## config.mk

```make
export PLATFORM = sky130hd
export DESIGN_NAME = button_gesture_power_toggle_flat
export DESIGN_NICKNAME = d
export VERILOG_FILES = /design/src/design/bgpt_pkg.sv /design/src/design/bgpt_if.sv /design/src/design/bgpt_core.sv /design/src/design/button_gesture_power_toggle.sv /design/src/flat_wrapper.sv
export SDC_FILE = /design/constraint.sdc
export NUM_CORES = 1
export LEC_CHECK = 0
export BUFFER_PORTS_ARGS = -buffer_cell sky130_fd_sc_hd__clkbuf_2
export CORE_UTILIZATION = 34
export DETAILED_ROUTE_END_ITERATION = 12
export HOLD_SLACK_MARGIN = 0.12
export PLACE_DENSITY_LB_ADDON = 0.15
export REMOVE_ABC_BUFFERS = 1
export SYNTH_ARGS = -nofsm -noshare
export SYNTH_HDL_FRONTEND = slang
export SYNTH_SLANG_ARGS = --single-unit
export TNS_END_PERCENT = 20
```

## constraint.sdc

```tcl
create_clock -name clk_i -period 7.1 [get_ports clk_i]
set_clock_uncertainty 0.2 [all_clocks]
set_input_delay 1.42 -clock clk_i [delete_from_list [all_inputs] [get_ports clk_i]]
set_output_delay 1.42 -clock clk_i [all_outputs]
set_load 0.05 [all_outputs]
```

## src/design/bgpt_pkg.sv

```systemverilog
// ----------------------------------------------------------------------------
// bgpt_pkg
// Shared types and constants for the power button gesture detector.
// ----------------------------------------------------------------------------
`default_nettype none

package bgpt_pkg;

  localparam int unsigned TimeW = 32;
  localparam int unsigned CfgW  = 16;
  localparam int unsigned CfgIdxW = 8;

  // Register indexes of the configuration port.
  localparam logic [CfgIdxW-1:0] CFG_LONG_PRESS = 8'd0;
  localparam logic [CfgIdxW-1:0] CFG_CLICK_MIN  = 8'd1;
  localparam logic [CfgIdxW-1:0] CFG_CLICK_MAX  = 8'd2;
  localparam logic [CfgIdxW-1:0] CFG_DOUBLE_GAP = 8'd3;

  localparam logic [CfgW-1:0] LONG_PRESS_RST = 16'd2800;
  localparam logic [CfgW-1:0] CLICK_MIN_RST  = 16'd50;
  localparam logic [CfgW-1:0] CLICK_MAX_RST  = 16'd500;
  localparam logic [CfgW-1:0] DOUBLE_GAP_RST = 16'd500;

  localparam logic LEVEL_DOWN = 1'b0;
  localparam logic LEVEL_UP   = 1'b1;

  typedef enum logic [1:0] {
    GEST_NONE   = 2'd0,
    GEST_LONG   = 2'd1,
    GEST_FIRST  = 2'd2,
    GEST_DOUBLE = 2'd3
  } gesture_e;

  typedef struct packed {
    logic [CfgW-1:0] long_press_ms;
    logic [CfgW-1:0] click_min_ms;
    logic [CfgW-1:0] click_max_ms;
    logic [CfgW-1:0] double_gap_ms;
  } cfg_t;

  typedef struct packed {
    logic     pwr_state;
    gesture_e gesture;
  } result_t;

endpackage

`default_nettype wire

```

## src/design/bgpt_if.sv

```systemverilog
// ----------------------------------------------------------------------------
// bgpt_in_if / bgpt_out_if
// Valid/ready channels for button samples and gesture results.
// ----------------------------------------------------------------------------
`default_nettype none

interface bgpt_in_if;
  logic        valid;
  logic        ready;
  logic        button_level;
  logic [31:0] now_ms;

  modport source (output valid, output button_level, output now_ms, input ready);
  modport sink   (input valid, input button_level, input now_ms, output ready);
endinterface

interface bgpt_out_if;
  logic       valid;
  logic       ready;
  logic       pwr_state;
  logic [1:0] gesture;

  modport source (output valid, output pwr_state, output gesture, input ready);
  modport sink   (input valid, input pwr_state, input gesture, output ready);
endinterface

`default_nettype wire

```

## src/design/bgpt_core.sv

```systemverilog
// ----------------------------------------------------------------------------
// bgpt_core
// Gesture state and decision logic, evaluated once per sample.
// ----------------------------------------------------------------------------
`default_nettype none

module bgpt_core
  import bgpt_pkg::*;
(
  input  wire logic             clk_i,
  input  wire logic             rst_ni,
  input  wire logic             en_i,
  input  wire logic             level_i,
  input  wire logic [TimeW-1:0] now_i,
  input  wire cfg_t             cfg_i,
  output result_t               result_o
);

  logic             last_q, last_d;
  logic             power_q, power_d;
  logic [TimeW-1:0] mark_q, mark_d;
  logic             pending_q, pending_d;
  logic [TimeW-1:0] elapsed;
  logic             is_long, is_click;
  gesture_e         gest;

  // Modulo-2^32 difference handles counter wrap for free.
  assign elapsed  = now_i - mark_q;
  assign is_long  = elapsed >= {{(TimeW-CfgW){1'b0}}, cfg_i.long_press_ms};
  assign is_click = (elapsed > {{(TimeW-CfgW){1'b0}}, cfg_i.click_min_ms}) &&
                    (elapsed < {{(TimeW-CfgW){1'b0}}, cfg_i.click_max_ms});

  always_comb begin
    last_d    = last_q;
    power_d   = power_q;
    mark_d    = mark_q;
    pending_d = pending_q;
    gest      = GEST_NONE;
    if (level_i != last_q) begin
      last_d = level_i;
      if (level_i == LEVEL_DOWN) begin
        if (pending_q && (elapsed > {{(TimeW-CfgW){1'b0}}, cfg_i.double_gap_ms})) begin
          pending_d = 1'b0;
        end
        mark_d = now_i;
      end else begin
        // The long press test wins over an overlapping click window.
        priority if (is_long) begin
          mark_d  = '0;
          power_d = ~power_q;
          gest    = GEST_LONG;
        end else if (is_click) begin
          if (!pending_q) begin
            pending_d = 1'b1;
            mark_d    = now_i;
            gest      = GEST_FIRST;
          end else begin
            pending_d = 1'b0;
            mark_d    = '0;
            gest      = GEST_DOUBLE;
          end
        end else begin
          // A hold outside every window only updates the position.
          gest = GEST_NONE;
        end
      end
    end
  end

  assign result_o.pwr_state = power_d;
  assign result_o.gesture   = gest;

  always_ff @(posedge clk_i or negedge rst_ni) begin
    if (!rst_ni) begin
      last_q    <= LEVEL_DOWN;
      power_q   <= 1'b0;
      mark_q    <= '0;
      pending_q <= 1'b0;
    end else if (en_i) begin
      last_q    <= last_d;
      power_q   <= power_d;
      mark_q    <= mark_d;
      pending_q <= pending_d;
    end
  end

  a_long_toggles: assert property (@(posedge clk_i) disable iff (!rst_ni)
    (en_i && gest == GEST_LONG) |=> (power_q != $past(power_q)))
    else $error("long press did not toggle power");

  a_power_steady: assert property (@(posedge clk_i) disable iff (!rst_ni)
    (en_i && gest != GEST_LONG) |=> (power_q == $past(power_q)))
    else $error("power changed without a long press");

  a_double_clears: assert property (@(posedge clk_i) disable iff (!rst_ni)
    (en_i && gest == GEST_DOUBLE) |=> (!pending_q && mark_q == '0))
    else $error("double click left state behind");

  a_first_pends: assert property (@(posedge clk_i) disable iff (!rst_ni)
    (en_i && gest == GEST_FIRST) |=> pending_q)
    else $error("first click did not set pending");

endmodule

`default_nettype wire

```

## src/design/button_gesture_power_toggle.sv

```systemverilog
// ----------------------------------------------------------------------------
// button_gesture_power_toggle
// Long press and double click detector driving a power state toggle.
// ----------------------------------------------------------------------------
// Samples pass the input register, then results pass the result register.
// Throughput: one sample per cycle unless the output side stalls; the input
// register and the state update run in a single pass, with the result
// register decoupling the output side. Reset: power off, button position
// pressed, mark cleared, no click pending, configuration registers at their default thresholds.
`default_nettype none

module button_gesture_power_toggle
  import bgpt_pkg::*;
(
  input  wire logic               clk_i,
  input  wire logic               rst_ni,
  input  wire logic               cfg_we_i,
  input  wire logic [CfgIdxW-1:0] cfg_idx_i,
  input  wire logic [CfgW-1:0]    cfg_data_i,
  bgpt_in_if.sink                 in_i,
  bgpt_out_if.source              out_o
);

  cfg_t             cfg_q;
  logic             in_valid_q;
  logic             level_q;
  logic [TimeW-1:0] now_q;
  logic             out_valid_q;
  result_t          out_q;
  result_t          result;
  logic             advance;

  // The sample in the input register moves on whenever the result slot is
  // free or is being emptied in this cycle.
  assign advance    = in_valid_q && (!out_valid_q || out_o.ready);
  assign in_i.ready = !in_valid_q || advance;

  always_ff @(posedge clk_i or negedge rst_ni) begin
    if (!rst_ni) begin
      cfg_q.long_press_ms <= LONG_PRESS_RST;
      cfg_q.click_min_ms  <= CLICK_MIN_RST;
      cfg_q.click_max_ms  <= CLICK_MAX_RST;
      cfg_q.double_gap_ms <= DOUBLE_GAP_RST;
    end else if (cfg_we_i) begin
      unique case (cfg_idx_i)
        CFG_LONG_PRESS: cfg_q.long_press_ms <= cfg_data_i;
        CFG_CLICK_MIN:  cfg_q.click_min_ms  <= cfg_data_i;
        CFG_CLICK_MAX:  cfg_q.click_max_ms  <= cfg_data_i;
        CFG_DOUBLE_GAP: cfg_q.double_gap_ms <= cfg_data_i;
        default: ;
      endcase
    end
  end

  always_ff @(posedge clk_i or negedge rst_ni) begin
    if (!rst_ni) begin
      in_valid_q <= 1'b0;
    end else if (in_i.ready) begin
      in_valid_q <= in_i.valid;
    end
  end

  always_ff @(posedge clk_i) begin
    if (in_i.valid && in_i.ready) begin
      level_q <= in_i.button_level;
      now_q   <= in_i.now_ms;
    end
  end

  bgpt_core u_core (
    .clk_i    (clk_i),
    .rst_ni   (rst_ni),
    .en_i     (advance),
    .level_i  (level_q),
    .now_i    (now_q),
    .cfg_i    (cfg_q),
    .result_o (result)
  );

  always_ff @(posedge clk_i or negedge rst_ni) begin
    if (!rst_ni) begin
      out_valid_q <= 1'b0;
    end else if (advance) begin
      out_valid_q <= 1'b1;
    end else if (out_o.ready) begin
      out_valid_q <= 1'b0;
    end
  end

  always_ff @(posedge clk_i) begin
    if (advance) begin
      out_q <= result;
    end
  end

  assign out_o.valid     = out_valid_q;
  assign out_o.pwr_state = out_q.pwr_state;
  assign out_o.gesture   = out_q.gesture;

endmodule

`default_nettype wire
```

## src/flat_wrapper.sv

```systemverilog
// flat-port wrapper written by rule: the top's interface ports become plain ports
module button_gesture_power_toggle_flat import bgpt_pkg::*;
  (clk_i, rst_ni, cfg_we_i, cfg_idx_i, cfg_data_i, in_i_valid, in_i_button_level, in_i_now_ms, in_i_ready, out_o_valid, out_o_pwr_state, out_o_gesture, out_o_ready);
  bgpt_in_if in_i_i ();
  bgpt_out_if out_o_i ();
  input  wire logic clk_i;
  input  wire logic rst_ni;
  input  wire logic cfg_we_i;
  input  wire logic [CfgIdxW-1:0] cfg_idx_i;
  input  wire logic [CfgW-1:0] cfg_data_i;
  input wire logic [$bits(in_i_i.valid)-1:0] in_i_valid;
  input wire logic [$bits(in_i_i.button_level)-1:0] in_i_button_level;
  input wire logic [$bits(in_i_i.now_ms)-1:0] in_i_now_ms;
  output wire logic [$bits(in_i_i.ready)-1:0] in_i_ready;
  output wire logic [$bits(out_o_i.valid)-1:0] out_o_valid;
  output wire logic [$bits(out_o_i.pwr_state)-1:0] out_o_pwr_state;
  output wire logic [$bits(out_o_i.gesture)-1:0] out_o_gesture;
  input wire logic [$bits(out_o_i.ready)-1:0] out_o_ready;
  assign in_i_i.valid = in_i_valid;
  assign in_i_i.button_level = in_i_button_level;
  assign in_i_i.now_ms = in_i_now_ms;
  assign in_i_ready = in_i_i.ready;
  assign out_o_valid = out_o_i.valid;
  assign out_o_pwr_state = out_o_i.pwr_state;
  assign out_o_gesture = out_o_i.gesture;
  assign out_o_i.ready = out_o_ready;
  button_gesture_power_toggle u_core (.clk_i(clk_i), .rst_ni(rst_ni), .cfg_we_i(cfg_we_i), .cfg_idx_i(cfg_idx_i), .cfg_data_i(cfg_data_i), .in_i(in_i_i), .out_o(out_o_i));
endmodule
```

==> run summary, run 1 <==
- **clk buf depth** 2
- **clock latency on the worst-skew pair** 0.44 ns
- **Placer Congestion** 0.812
- **width of the chip** 161 um
- **flop-to-flop setup slack** 2.01 ns
- **TritonCTS clock tree** yes
- **number of diodes added for antenna fixing** 0
- **number of buffer cells added on primary ports** 66
- **number of enable flip-flop cells after synthesis** 36
- **tightest hold margin** 0.285 ns
- **DRT Wirelength** 19.9 mm
- **number of maximum-capacitance constraint violations** 0
- **type of origin of the critical path** register
- **sinks on the clock net** 137
- **basic-gate share of the synthesized area counting and, or, nand and nor cells** 11.9%
- **share of total power in the clock network** 24.4%
- **R2R Path Start** u_core.u_core.mark_q[0]
- **vertical extent of the die** 161 um
- **highest clock frequency the design can meet** 197 MHz
- **number of cells after detailed placement** 1228
- **setup TNS after final layout** 0 ns
- **internal power summed over all cells** 2.48 mW
- **number of violations reported at the end of detailed-routing iteration 0** 357
- **RSZ-0062 raised after global routing** no
- **end of the worst hold path** u_core.out_o.valid
- **switching portion of total power** 40.7%
- **number of cells on the worst hold path** 1
- **fraction of final layout cells sized beyond drive strength 1** 19.4%
- **boundary pin count** 67
- **sum of internal, switching and leakage power** 4.18 mW
- **drt pass-1 iters** 4
- **Arrival @ worst endpoint** 5.25 ns
- **final critical-path required period** 5.09 ns
- **Distinct cells, synth** 72
- **Hold Violations, Final** 0
- **starting density of the core** 35.0%
- **largest net degree at the start of global routing** 70
- **routed length per placed instance** 15.8 um
- **period utilisation layout** 71.6%
- **outcome** finished clean
- **r2r worst-path depth** 17
- **normalized max-slew margin** 25.2%
- **start point of the worst min-delay path** u_core.in_valid_q
- **max-slew violation count** 0
- **cell-by-cell trace of the critical path** ha_1, fa_1, nand2b_1, a21oi_1, o21ai_0, nand2b_1, a21oi_1, xnor2_1, ha_1, o2111ai_1, a31oi_1, a2111oi_0, o31a_1, o21ai_0, nor2_1, a41o_2, a22o_1
- **final number of setup-violating endpoints** 0
- **type of the worst setup path** register to register
- **total global routing overflow** 0
- **Post-CTS Setup Repair Bufs** 0
- **setup ws final** 2.01 ns
- **r2r endpoint** u_core.u_core.mark_q[3]
- **DRC Markers** 0
- **crit-path max FO** 32
- **area of the die** 26000 um^2
- **number of standard cells in the layout, taps in and fillers out** 1260
- **cell count after synthesis** 856
- **via count of the first global-routing pass** 6412
- **transition time at the pin with the least slew margin** 1.12 ns
- **type of destination of the critical path** register
- **combinational group share of total power** 51.0%
- **number of gates resized after cts** 0
- **count of standard-cell rows** 57
- **largest family of logic cells by synthesized area** compound AO/OA/AOI/OAI gates
- **Area growth, synth to finish** 14.9%
- **count of state elements after synthesis** 137
- **total standard cell area after synthesis** 8620 um^2
- **xor/xnor cell area share of the yosys netlist** 2.13%
- **ys async rst share** 73.7%
- **antenna-violating nets left** 0
- **antenna violations before repair** 0
- **Synth Area in Adders** 14.0%
- **via/cell ratio** 5.01
- **reported net switching power** 1.70 mW
- **Post-Place Worst Slack** 2.02 ns
- **root buffer selected by CTS** sky130_fd_sc_hd__clkbuf_16
- **Synth Warn #** 0
- **multiplexer area fraction after synthesis** 4.67%
- **slowest stage cell on the critical path** sky130_fd_sc_hd__a41o_2
- **classification of the worst-slack hold path** register to register
- **largest vdd supply drop** 0.118 mV
- **wire length of the first global-routing pass** 33.2 mm
- **static leakage** 4.53 nW
- **number of H-tree branching levels** 4
- **clock slew at reported path FFs** 0.06 ns
- **area of the core region** 24600 um^2
- **Primary FF master, synth** sky130_fd_sc_hd__dfrtp_1
- **quantity of hold-fixing buffers added after cts** 0
- **required time at the worst-slack endpoint** 7.26 ns
- **Mapped Avg Cell Area** 10.1 um^2
- **Worst path max stage delay** 0.63 ns
- **share of synthesized area occupied by flip-flops and latches** 42.2%
- **total number of vias** 6312
- **half-perimeter wire length after detailed placement** 15.0 mm
- **sequential share of power** 24.6%
- **post-synthesis compound-gate area fraction** 18.9%
- **global-route usage over all layers** 16.4%
- **number of nets at the end of the flow** 1081
- **count of fill cells added during filler insertion** 2478
- **Pwr Density** 422 nW/um^2
- **clock buffer count from CTS** 17
[cells by family (layout without fill, tap and decap cells)]
logic type	after synthesis	in the layout
AOI/OAI and AO/OA	240	240
and+or+nand+nor	200	200
DFF	137	137
buffers and inverters	126	206
adders and majority gates	96	96
muxes	36	36
xor gates and xnor gates	21	21
[cell usage in the layout (no fill, tap or decap), types with 20 or more instances in the layout]
cell type / count
sky130_fd_sc_hd__nand2_1: 65
sky130_fd_sc_hd__nand4_1: 20
sky130_fd_sc_hd__clkbuf_2: 65
sky130_fd_sc_hd__a22o_1: 32
sky130_fd_sc_hd__a21o_1: 22
sky130_fd_sc_hd__edfxtp_1: 36
sky130_fd_sc_hd__dfrtp_1: 80
sky130_fd_sc_hd__o21ai_0: 55
sky130_fd_sc_hd__nor2_1: 35
sky130_fd_sc_hd__a21oi_1: 57
sky130_fd_sc_hd__inv_1: 104
sky130_fd_sc_hd__ha_1: 95
sky130_fd_sc_hd__mux2_2: 34
sky130_fd_sc_hd__dfstp_2: 21
[routing by layer]
metal  share of wire (%)  vias to the layer above  track usage, %
li1                    -                     3212               -
met5                   0                        -               0
met2                  45                       93            26.5
met1                  51                     2988            22.2
met3                 2.8                       19            3.13
met4                 1.3                        0            4.97
[worst max path at each step]
stage,startpoint,to,slack [ns],cells after the start
finish,u_core.u_core.mark_q[0],u_core.u_core.mark_q[3],2.01,17
global route,u_core.now_q[0],u_core.u_core.mark_q[6],1.46,18
CTS,u_core.u_core.mark_q[0],u_core.u_core.mark_q[3],1.98,17
detailed placement,u_core.u_core.mark_q[0],u_core.u_core.mark_q[3],2.02,16
global placement,u_core.u_core.mark_q[0],u_core.u_core.mark_q[6],2.14,17
floorplan,cfg_idx_i[4],u_core.cfg_q[48],2.34,4
[synthesized netlist by cell type, types with 17 or more instances]
master / count / share of area, %
sky130_fd_sc_hd__dfstp_2: 21 / 6.4
sky130_fd_sc_hd__o21ai_0: 55 / 3.2
sky130_fd_sc_hd__inv_1: 104 / 4.5
sky130_fd_sc_hd__nand2b_1: 17 / 1.2
sky130_fd_sc_hd__nand2_1: 65 / 2.8
sky130_fd_sc_hd__ha_1: 95 / 14
sky130_fd_sc_hd__a22o_1: 32 / 3.3
sky130_fd_sc_hd__nor2_1: 36 / 1.6
sky130_fd_sc_hd__a21oi_1: 57 / 3.3
sky130_fd_sc_hd__dfrtp_1: 80 / 23
sky130_fd_sc_hd__a21o_1: 22 / 1.9
sky130_fd_sc_hd__mux2_2: 34 / 4.4
sky130_fd_sc_hd__edfxtp_1: 36 / 13
sky130_fd_sc_hd__nand4_1: 20 / 1.5
[stage by stage]
stage | util [%] | cell area, um^2
finish | 40.3 | 9910
global route | 40.3 | 9910
global placement | 37.6 | 9250
detailed placement | 37.6 | 9250
floorplan | - | 8470
CTS | 40.3 | 9910
[cell type report]
type,count,area (um^2),share of cell area [%]
clock buffers,21,440,4.45
clock inverters,11,219,2.21
inverters,104,390,3.94
multi-input cells,593,4450,45.0
flip-flops and latches,137,3630,36.7
well taps,324,405,4.09
repair buffers,70,363,3.66
[flip-flops by register name (all words and copies together), names as in the netlist, 2 cells and up]
| signal | cells |
|---|---|
| u_core.now_q | 32 |
| u_core.u_core.mark_q | 32 |
| u_core.cfg_q | 64 |
| u_core.out_o.gesture | 2 |
[critical path, delay by kind of cell, from the launching register on]
family,cells,cell delay (ns)
and+or+nand+nor,3,0.48
DFF,1,0.38
AOI/OAI and AO/OA,10,2.45
xor gates and xnor gates,1,0.50
adders and majority gates,3,0.95
[power groups by stage]
| stage | Combinational (mW) | Sequential, mW | Clock [mW] |
|---|---|---|---|
| 3_5_place_dp | 2.13 | 1.04 | 0 |
| 6_report | 2.13 | 1.03 | 1.02 |
| 5_1_grt | 2.45 | 1.04 | 1.07 |
| 2_1_floorplan | 1.59 | 1.04 | 0 |
| 4_1_cts | 2.15 | 1.03 | 1.05 |
| 3_3_place_gp | 2.11 | 1.04 | 0 |
Power figures use the tool's default switching activity.
==> run 2: changes to the inputs <==
==> constraint.sdc (replaced) <==
create_clock -name clk_i -period 4.4 [get_ports clk_i]
set_clock_uncertainty 0.2 [all_clocks]
set_input_delay 0.88 -clock clk_i [delete_from_list [all_inputs] [get_ports clk_i]]
set_output_delay 0.88 -clock clk_i [all_outputs]
set_load 0.05 [all_outputs]
==> run 2 against run 1 <==
Routed wire length rose by 5.9%. Largest power group unchanged. Sequential power rose by 61%. Total power rose by 73%. Critical path depth rose by 4.
==> run summary, run 2 (synthesis gave the netlist of run 1 again) <==
- **half-perimeter wire length after detailed placement** 15.4 mm
- **tightest hold margin** 0.282 ns
- **number of nets at the end of the flow** 1129
- **internal power summed over all cells** 4.29 mW
- **vertical extent of the die** 161 um
- **flop-to-flop setup slack** 0.19 ns
- **top routing layer used** met4
- **type of origin of the critical path** register
- **commonest non-fill, non-tap cell in the layout** sky130_fd_sc_hd__inv_1
- **final critical-path required period** 4.21 ns
- **normalized max-slew margin** 58.4%
- **crit-path max FO** 8
- **starting density of the core** 35.0%
- **sum of internal, switching and leakage power** 7.23 mW
- **Post-Layout Inst Area** 10400 um^2
- **Critical path origin** u_core.u_core.mark_q[0]
- **max FFs per register** 64
- **share of total power in the clock network** 21.6%
- **reported net switching power** 2.94 mW
- **Placer Congestion** 0.834
- **switching portion of total power** 40.7%
- **slowest stage cell on the critical path** sky130_fd_sc_hd__dfrtp_1
- **combinational group share of total power** 55.4%
- **boundary pin count** 67
- **Most flops, register** u_core.cfg_q
- **transition time at the pin with the least slew margin** 0.619 ns
- **Area growth, synth to finish** 21.0%
- **Placed Instance Area** 9570 um^2
- **Arrival @ worst endpoint** 4.32 ns
- **count of fill cells added during filler insertion** 2420
- **Critical Path End** u_core.u_core.mark_q[26]
- **Core Util, Final** 42.4%
- **number of violations reported at the end of detailed-routing iteration 0** 339
- **required time at the worst-slack endpoint** 4.51 ns
- **static leakage** 4.80 nW
- **sinks on the clock net** 137
- **count of standard-cell rows** 57
- **final number of setup-violating endpoints** 0
- **largest vdd supply drop** 0.229 mV
- **number of standard cells in the layout, taps in and fillers out** 1308
- **quantity of hold-fixing buffers added after cts** 0
- **Worst path max stage delay** 0.38 ns
- **cell-by-cell trace of the critical path** ha_1, fa_2, nand2b_4, a21oi_4, o21ai_1, nand2b_1, a21oi_1, xnor2_2, buf_4, ha_1, a21o_1, a21o_1, a21oi_1, o21ai_0, a221o_1, nand3_2, buf_4, nor2_4, a41o_4, clkbuf_16, a22o_1
- **drt pass-1 iters** 4
- **width of the chip** 161 um
- **number of maximum-capacitance constraint violations** 0
- **classification of the worst-slack hold path** input pin to async pin
- **area of the die** 26000 um^2
- **highest clock frequency the design can meet** 238 MHz
- **Hold Violations, Final** 0
- **TritonCTS clock tree** yes
- **via count of the first global-routing pass** 6564
- **area of the core region** 24600 um^2
- **setup ws final** 0.193 ns
- **type of destination of the critical path** register
- **total global routing overflow** 0
- **number of buffer cells added on primary ports** 66
- **met2 routed WL** 9.84 mm
- **clk buf depth** 2
- **leading registers by flop count** u_core.cfg_q x64, u_core.now_q x32, u_core.u_core.mark_q x32
- **number of diodes added for antenna fixing** 0
- **largest net degree at the start of global routing** 49
- **Post-Place Worst Slack** -0.285 ns
- **via/cell ratio** 4.94
- **global-route usage over all layers** 16.7%
- **clock latency on the worst-skew pair** 0.43 ns
- **max-slew violation count** 0
- **clock buffer count from CTS** 17
- **total number of vias** 6459
- **setup TNS after final layout** 0 ns
- **area used by sequential logic in the layout** 3630 um^2
- **R2R Path Start** u_core.u_core.mark_q[0]
- **top library cells by usage in the layout, fill and taps aside** 104 x sky130_fd_sc_hd__inv_1, 93 x sky130_fd_sc_hd__ha_1, 80 x sky130_fd_sc_hd__dfrtp_1
- **number of H-tree branching levels** 4
- **sequential share of power** 23.0%
- **antenna-violating nets left** 0
- **DRT Wirelength** 21.1 mm
- **r2r endpoint** u_core.u_core.mark_q[26]
- **root buffer selected by CTS** sky130_fd_sc_hd__clkbuf_16
- **clock slew at reported path FFs** 0.06 ns
- **multi-input logic area** 4580 um^2
- **antenna violations before repair** 0
- **DRC Markers** 0
- **number of cells after detailed placement** 1268
- **met3 wire length** 713 um
- **r2r worst-path depth** 21
- **fraction of final layout cells sized beyond drive strength 1** 25.4%
- **outcome** finished clean
- **type of the worst setup path** register to register
- **period utilisation layout** 95.6%
- **wire length of the first global-routing pass** 33.9 mm
- **Pwr Density** 693 nW/um^2
- **met1 layer wirelength in the final routing** 10.3 mm
- **routed length per placed instance** 16.1 um
==> run 2: cell types whose count changed in the layout (fill, tap and decap cells not counted), sizes merged <==
cell / delta
buf: +46
bufinv: -3
clkbuf: +3
inv: +3
clkinvlp: -1
==> run 2: area by class of cell <==
cell class | count | area share, %
timing repair buffer | 118 | 7.55
clock buffer | 22 | 4.76
clock inverter | 10 | 1.28
tap | 324 | 3.89
inverter | 104 | 3.74
sequential | 137 | 34.8
multi-input combinational | 593 | 43.9
==> run 2: power groups by stage <==
stage               Clock (mW)  Combinational (mW)  Sequential, mW
CTS                       1.60                3.87            1.66
global route              1.65                4.52            1.69
finish                    1.56                4.01            1.66
detailed placement           0                3.78            1.68
global placement             0                3.75            1.68
floorplan                    0                2.56            1.67
==> run 2: critical path: cells and delay by family, from the launching register on <==
kind                       cells  cell delay, ns
xor gates and xnor gates       1            0.17
DFF                            1            0.38
buffers and inverters          3            0.48
AOI/OAI and AO/OA             10            1.75
adders and majority gates      3            0.75
and+or+nand+nor                4            0.34
==> run 2: layer usage <==
metal  up-vias  GRT usage [%]
li1       3314              -
met1      3034           22.8
met2        95           27.1
met3        16           2.98
met4         0           4.25
met5         -              0
==> run 2: repair_timing <==
item | 4_1_cts | 5_1_grt
gates cloned | 0 | 3
setup endpoints to repair | 36 | 33
buffers inserted | 2 | 3
pin swaps | 5 | 10
hold endpoints to repair | 0 | 0
gates resized for setup | 9 | 18
==> run 2: worst min path at each step <==
stage,to
final,u_core.cfg_q[38]
after global routing,u_core.u_core.mark_q[26]
after CTS,u_core.cfg_q[38]
after detailed placement,u_core.u_core.mark_q[22]
after global placement,u_core.out_o.valid
after floorplan,u_core.out_o.valid
